[config.mk]
export PLATFORM = sky130hd
export DESIGN_NAME = mmss_countdown_timer_7seg_mux
export DESIGN_NICKNAME = d
export VERILOG_FILES = /design/src/sv/mcd_pkg.sv /design/src/sv/mcd_counter.sv /design/src/sv/mmss_countdown_timer_7seg_mux.sv
export SDC_FILE = /design/constraint.sdc
export NUM_CORES = 1
export LEC_CHECK = 0
export ABC_AREA = 1
export BUFFER_PORTS_ARGS = -buffer_cell sky130_fd_sc_hd__buf_2
export CAP_MARGIN = 20
export CORE_ASPECT_RATIO = 1.4
export CORE_UTILIZATION = 30
export DETAILED_ROUTE_END_ITERATION = 6
export GPL_TIMING_DRIVEN = 0
export PLACE_DENSITY = 0.42
export SLEW_MARGIN = 25
export SYNTH_ARGS = -nofsm -noshare
export SYNTH_HDL_FRONTEND = slang
export SYNTH_HIERARCHICAL = 1
export SYNTH_SLANG_ARGS = --single-unit
[constraint.sdc]
create_clock -name clk -period 9.9 [get_ports clk]
set_input_delay 1.98 -clock clk [delete_from_list [all_inputs] [get_ports clk]]
set_output_delay 1.98 -clock clk [all_outputs]
set_load 0.01 [all_outputs]
[src/sv/mcd_pkg.sv]
// Package for the MM:SS countdown timer with multiplexed seven-segment output.
// Holds command codes, the register reset value, the item types and the segment decode.
// No dependencies.
package mcd_pkg;

	localparam logic [2:0] MODE_NONE  = 3'd0;
	localparam logic [2:0] MODE_SET0  = 3'd1;
	localparam logic [2:0] MODE_SET1  = 3'd2;
	localparam logic [2:0] MODE_SET2  = 3'd3;
	localparam logic [2:0] MODE_SET3  = 3'd4;
	localparam logic [2:0] MODE_START = 3'd5;
	localparam logic [2:0] MODE_PAUSE = 3'd6;
	localparam logic [2:0] MODE_ABORT = 3'd7;

	localparam logic [15:0] TPC_RESET = 16'd996;
	localparam logic [3:0]  SEC_TENS_RELOAD = 4'd5;
	localparam logic [3:0]  UNITS_RELOAD = 4'd9;

	typedef logic [3:0][3:0] digits_t;

	// one command as it enters the counter
	typedef struct packed {
		logic [2:0] mode;
		logic [3:0] value;
	} cmd_t;

	// counter state after the current tick
	typedef struct packed {
		digits_t digits;
		logic    running;
		logic    finished;
	} cnt_view_t;

	// result item, digit_enable in the lowest bits
	typedef struct packed {
		logic       finished;
		logic       running;
		logic [6:0] segments;
		logic [3:0] digit_enable;
	} result_t;

	function automatic logic [3:0] clamp9(input logic [3:0] v);
		return (v > 4'd9) ? 4'd9 : v;
	endfunction

	function automatic logic [6:0] seg_of(input logic [3:0] d);
		logic [6:0] s;
		case (clamp9(d))
			4'd0:    s = 7'd125;
			4'd1:    s = 7'd96;
			4'd2:    s = 7'd62;
			4'd3:    s = 7'd122;
			4'd4:    s = 7'd99;
			4'd5:    s = 7'd91;
			4'd6:    s = 7'd95;
			4'd7:    s = 7'd112;
			4'd8:    s = 7'd127;
			default: s = 7'd123;
		endcase
		return s;
	endfunction

endpackage

[src/sv/mcd_counter.sv]
// BCD MM:SS countdown state: digit registers, run flag and tick prescaler.
// Depends on mcd_pkg.
module mcd_counter import mcd_pkg::*; (
	input  logic        clk,
	input  logic        arst_n,
	input  logic        step,
	input  cmd_t        cmd,
	input  logic [15:0] period,
	output cnt_view_t   view
);

	digits_t     digits_q;
	logic        run_q;
	logic [15:0] tick_q;

	digits_t     digits_n;
	logic        run_n;
	logic [15:0] tick_n;
	logic        fin;
	logic [16:0] tick_inc;
	logic [15:0] per_eff;
	logic [1:0]  set_idx;

	assign tick_inc = {1'b0, tick_q} + 17'd1;
	assign per_eff  = (period == 16'd0) ? 16'd1 : period;
	assign set_idx  = 2'(cmd.mode - MODE_SET0);

	// next state for this tick
	always_comb begin
		digits_n = digits_q;
		run_n    = run_q;
		tick_n   = tick_q;
		fin      = 1'b0;
		if (!run_q) begin
			unique case (cmd.mode) inside
				MODE_SET0, MODE_SET1, MODE_SET2, MODE_SET3: begin
					digits_n[set_idx] = clamp9(cmd.value);
				end
				MODE_START: begin
					run_n  = 1'b1;
					tick_n = 16'd0;
				end
				default: ;
			endcase
		end else if (cmd.mode == MODE_ABORT) begin
			digits_n = '0;
			run_n    = 1'b0;
			tick_n   = 16'd0;
			fin      = 1'b1;
		end else if (cmd.mode != MODE_PAUSE) begin
			if (tick_inc >= {1'b0, per_eff}) begin
				tick_n = 16'd0;
				if (digits_q == '0) begin
					run_n = 1'b0;
					fin   = 1'b1;
				end else if (digits_q[0] != 4'd0) begin
					digits_n[0] = digits_q[0] - 4'd1;
				end else if (digits_q[1] != 4'd0) begin
					digits_n[0] = UNITS_RELOAD;
					digits_n[1] = digits_q[1] - 4'd1;
				end else if (digits_q[2] != 4'd0) begin
					digits_n[0] = UNITS_RELOAD;
					digits_n[1] = SEC_TENS_RELOAD;
					digits_n[2] = digits_q[2] - 4'd1;
				end else begin
					digits_n[0] = UNITS_RELOAD;
					digits_n[1] = SEC_TENS_RELOAD;
					digits_n[2] = UNITS_RELOAD;
					digits_n[3] = digits_q[3] - 4'd1;
				end
			end else begin
				tick_n = tick_inc[15:0];
			end
		end
	end

	// commit on each processed tick
	always_ff @(posedge clk or negedge arst_n) begin
		if (!arst_n) begin
			digits_q <= '0;
			run_q    <= 1'b0;
			tick_q   <= 16'd0;
		end else if (step) begin
			digits_q <= digits_n;
			run_q    <= run_n;
			tick_q   <= tick_n;
		end
	end

	assign view.digits   = digits_n;
	assign view.running  = run_n;
	assign view.finished = fin;

endmodule

[src/sv/mmss_countdown_timer_7seg_mux.sv]
// MM:SS countdown timer with a four-digit multiplexed seven-segment drive.
// Each input transfer passes the input stage register and then the result register.
// Throughput: one tick per cycle unless stalled; an input stage register and the result
// register form the pipeline, both advancing whenever the result register is free or taken.
// Reset (arst_n low, asynchronous): digits zero, idle, prescaler and mux position zero,
// ticks_per_count 996, both pipeline stages empty. Depends on mcd_pkg and mcd_counter.
module mmss_countdown_timer_7seg_mux import mcd_pkg::*; (
	input  logic        clk,
	input  logic        arst_n,
	input  logic        s_tvalid,
	output logic        s_tready,
	input  logic [7:0]  s_tdata,   // [3:0] digit_value, [7:4] zero
	input  logic [2:0]  s_tuser,   // [2:0] mode
	output logic        m_tvalid,
	input  logic        m_tready,
	output logic [15:0] m_tdata,   // [3:0] digit_enable, [10:4] segments, [11] running,
	                               // [12] finished, [15:13] zero
	input  logic        cfg_valid,
	output logic        cfg_ready,
	input  logic [15:0] cfg_data   // ticks_per_count
);

	logic        advance;
	logic        valid_s1;
	cmd_t        cmd_s1;
	logic        valid_s2;
	result_t     res_s2;
	logic [15:0] tpc_q;
	logic [1:0]  pos_q;
	cnt_view_t   view;
	logic        step;

	assign advance   = !valid_s2 || m_tready;
	assign s_tready  = !valid_s1 || advance;
	assign step      = valid_s1 && advance;
	assign cfg_ready = 1'b1;

	// hold the period register
	always_ff @(posedge clk or negedge arst_n) begin
		if (!arst_n) begin
			tpc_q <= TPC_RESET;
		end else if (cfg_valid && cfg_ready) begin
			tpc_q <= cfg_data;
		end
	end

	// capture the incoming tick
	always_ff @(posedge clk or negedge arst_n) begin
		if (!arst_n) begin
			valid_s1 <= 1'b0;
		end else if (s_tready) begin
			valid_s1 <= s_tvalid;
		end
	end

	always_ff @(posedge clk) begin
		if (s_tvalid && s_tready) begin
			cmd_s1.mode  <= s_tuser;
			cmd_s1.value <= s_tdata[3:0];
		end
	end

	mcd_counter u_counter (
		.clk    (clk),
		.arst_n (arst_n),
		.step   (step),
		.cmd    (cmd_s1),
		.period (tpc_q),
		.view   (view)
	);

	// advance the display position and load the result
	always_ff @(posedge clk or negedge arst_n) begin
		if (!arst_n) begin
			valid_s2 <= 1'b0;
			pos_q    <= 2'd0;
		end else if (advance) begin
			valid_s2 <= valid_s1;
			if (valid_s1) begin
				pos_q <= pos_q + 2'd1;
			end
		end
	end

	always_ff @(posedge clk) begin
		if (step) begin
			res_s2.digit_enable <= 4'd1 << pos_q;
			res_s2.segments     <= seg_of(view.digits[pos_q]);
			res_s2.running      <= view.running;
			res_s2.finished     <= view.finished;
		end
	end

	assign m_tvalid = valid_s2;
	assign m_tdata  = {3'd0, res_s2};

`ifndef SYNTHESIS
	a_fin_not_running: assert property (@(posedge clk) disable iff (!arst_n)
		valid_s2 |-> !(res_s2.finished && res_s2.running))
		else $error("finished result still reports running");

	a_enable_onehot: assert property (@(posedge clk) disable iff (!arst_n)
		valid_s2 |-> $onehot(res_s2.digit_enable))
		else $error("digit enable not one-hot");

	a_pos_advance: assert property (@(posedge clk) disable iff (!arst_n)
		step |=> pos_q == $past(pos_q) + 2'd1)
		else $error("mux position did not advance on a processed tick");

	a_enable_tracks_pos: assert property (@(posedge clk) disable iff (!arst_n)
		step |=> res_s2.digit_enable == (4'd1 << $past(pos_q)))
		else $error("digit enable does not match mux position");
`endif

endmodule
==> metrics.csv <==
stage,metric,value,unit
cts,cts.sinks,73,
synth,synth-edff-count,20,
setup_path,critPathLaunchType,flop,
cts,cts_resized,0,
route,wirelength,13470,um
setup_path,criticalPathCategory,reg2reg,
floorplanning,pin_count,51,
setup_path,slowest_stage,dfrtp_1,
cts,clockBufferDepth,2,
finish,final_area,5769,um^2
placed_design,place_hpwl,10290,um
synth,ys.flop_type,dfrtp_1,
outcome,violations,design-rule violations,
global_route,track_usage,0.1666,
floorplanning,die_h,154.8,um
timing,fmax,0.2103,GHz
cts,post_cts_buffers,0,
route,drt_pre_antenna_iters,6,
cts,clkSlewWorstSetupHoldPaths,0.06,ns
setup_path,critPathBufInv,4,
synth,yosysSeqAreaShare,0.3868,
cts,htree_num_levels,3,
finish,mostFrequentLayoutCell,nand2_1,
synth,synth.area.top_cells,"dfrtp_1 (24%), nand2_1 (14%), edfxtp_1 (12%)",
cts,worstSkewPairLatency,0.34,ns
min_path,min_path_cells,2,
synth,ys_ff_latch,73,
timing,slew_headroom,0.5159,
floorplanning,fp-row-count,55,
setup_path,cp_max_fo,10,
power_and_ir_drop,p_leak,2.926,nW
timing,hold_violations,0,
timing,timing.final.crit_share,0.4803,
timing,rsz0062_at_grt,no,
synth,synthCells,649,
synth,yosysTopAreaCellShare,0.2352,
timing,finalSetupViolations,0,
cts,tritoncts,built,
route,initialDrtViolationCount,217,
setup_path,slowest_delay,0.42,ns
cts,cts_buffers,9,
synth,async_flop_share,0.7260,
placed_design,dpl_cell_area,5465,um^2
finish,n_antenna_cell,0,
synth,ys_types,41,
floorplanning,core-area,16240,um^2
timing,slew_viol_final,0,
floorplanning,start_util,0.3079,
route,vias_per_cell,4.767,
route,vias,4324,
synth,postSynthAreaPerCell,7.706,um^2
run,cap_viol_max_count,0,
outcome,status,"finished, violations left",
setup_path,critPathRequiredTime,9.97,ns
placed_design,port_buffers,41,
setup_path,crit_arrival,4.83,ns
setup_path,reg2regPathDepth,29,
global_route,grt_pass1_vias,4291,
route,wire_per_inst,14.85,um
route,drc,4,
floorplanning,die-area,17200,um^2
finish,fillers,1717,
global_route,grt_pass1_wl,21890,um
floorplanning,chipWidth,111.1,um
cts,ctsHoldBuffers,0,
placed_design,gp_congestion,0.8373,
power_and_ir_drop,power_density,260.8,nW/um^2
synth,yosysWarnings,6,
synth,syn_area,5001,um^2
finish,drive_gt1_frac,0.1921,
timing,worst_pin_slew,0.7261,ns
setup_path,endpoint_kind,flop,
finish,area_growth,15.36,%
setup_path,crit_cells,29,
global_route,grt_max_degree,54,
global_route,antenna_found_initial,0,
power_and_ir_drop,peakVddDrop,0.0001071,V
synth,yosys.area.top_type,dfrtp_1,
setup_path,cp_common_cell,nand2_1,
finish,final_nets,762,
global_route,grt.overflow.total,0,
setup_path,critical_path.top_delay_family,simple AND/OR/NAND/NOR gates,
timing,finalSetupTns,0,ns
cts,cts-root-buf,clkbuf_16,
timing,skew,0.004992,ns
min_path,hp-class,reg2reg,
timing,fin_crit,4.755,ns
route,antenna_violating_nets_post_route,0,
finish,layout_common_cells,"nand2_1 (183), inv_1 (104), buf_2 (48)",
[synthesized netlist by cell type (2+ instances only)]
master,instances
a21oi_1,20
inv_2,6
nand3_2,6
o211ai_2,2
xor2_1,10
nand4_1,22
ha_1,27
mux2_2,16
buf_2,8
nor3_4,2
dfrtp_1,47
o211ai_1,7
dfstp_2,6
o21ai_0,20
nor3_1,12
nand3b_1,2
nand3_1,39
o22ai_1,13
conb_1,2
nor2_1,28
nor4_2,2
buf_6,3
nor4_1,2
inv_1,104
nor2_2,4
nand2_1,183
or2_2,4
clkbuf_1,6
nand2_2,7
nor2_4,3
clkinv_1,2
buf_4,6
edfxtp_1,20
[worst reg2reg max path: cells and delay by family, from the launching register on]
family	cells	cell delay, ns
and+or+nand+nor	22	2.73
adders and majority gates	3	0.83
buffers and inverters	4	0.50
DFF	1	0.42
[through the flow]
step / hold slack [ns] / setup WS (ns) / util / cells / power (mW)
floorplan: 0.4489 / 5.756 / - / 651 / 0.9689
finish: 0.4825 / 5.145 / 0.3552 / 907 / 1.505
global placement: 0.4734 / 5.101 / 0.3364 / 891 / 1.163
global route: 0.5171 / 4.657 / 0.3552 / 907 / 1.633
CTS: 0.4896 / 5.047 / 0.3552 / 907 / 1.526
detailed placement: 0.4740 / 5.070 / 0.3365 / 891 / 1.173
[metal layers]
metal	track usage	routed length (um)	vias to the layer above
met3	0.03056	365	26
met4	0.08172	539	0
met2	0.3237	7416	75
met5	0	0	-
met1	0.1695	5149	2011
li1	-	-	2212
[where the power goes]
| part | internal, mW | switching (mW) |
|---|---|---|
| clock network | 0.203 | 0.137 |
| registers | 0.404 | 0.0626 |
| logic | 0.239 | 0.460 |
[path summary, 6_finish.rpt]
path | slack [ns] | startpoint | endpoint
max in group asynchronous | 7.72 | arst_n | u_counter/digits_q[3]
hold reg to reg | 0.48 | u_counter/digits_q[15] | u_counter/digits_q[15]
setup reg to reg | 5.15 | u_counter/tick_q[0] | m_tdata[9]
min in group asynchronous | 1.70 | arst_n | tpc_q[11]
setup / recovery | 5.15 | u_counter/tick_q[0] | m_tdata[9]
hold / removal | 0.48 | u_counter/digits_q[15] | u_counter/digits_q[15]
[area by class of cell]
cell class,instances,area [um^2],share of cell area
multi-input combinational,442,2506,0.4344
sequential,73,1934,0.3353
inverter,113,426.7,0.07395
tap,199,249.0,0.04316
clock buffer,10,239.0,0.04142
timing repair buffer,41,207.7,0.03600
buffer,23,141.4,0.02451
clock inverter,6,65.06,0.01128
[cells by family after synthesis]
kind of cell | after synthesis | synth area share
mux | 16 | 0.03603
other cells | 2 | 0.001502
simple gates | 318 | 0.2970
compound gates | 67 | 0.08006
flops | 73 | 0.3868
buf+inv | 136 | 0.1136
xor+xnor | 10 | 0.01751
fa+ha+maj | 27 | 0.06755
[registers in the layout, indices dropped and copies added, names as in the netlist]
name and cells:
cmd_s1 7, m_tdata 13, m_tvalid 1, pos_q 2, tpc_q 16, u_counter/digits_q 16
u_counter/run_q 1, u_counter/tick_q 16, valid_s1 1
Power figures use the tool's default switching activity.
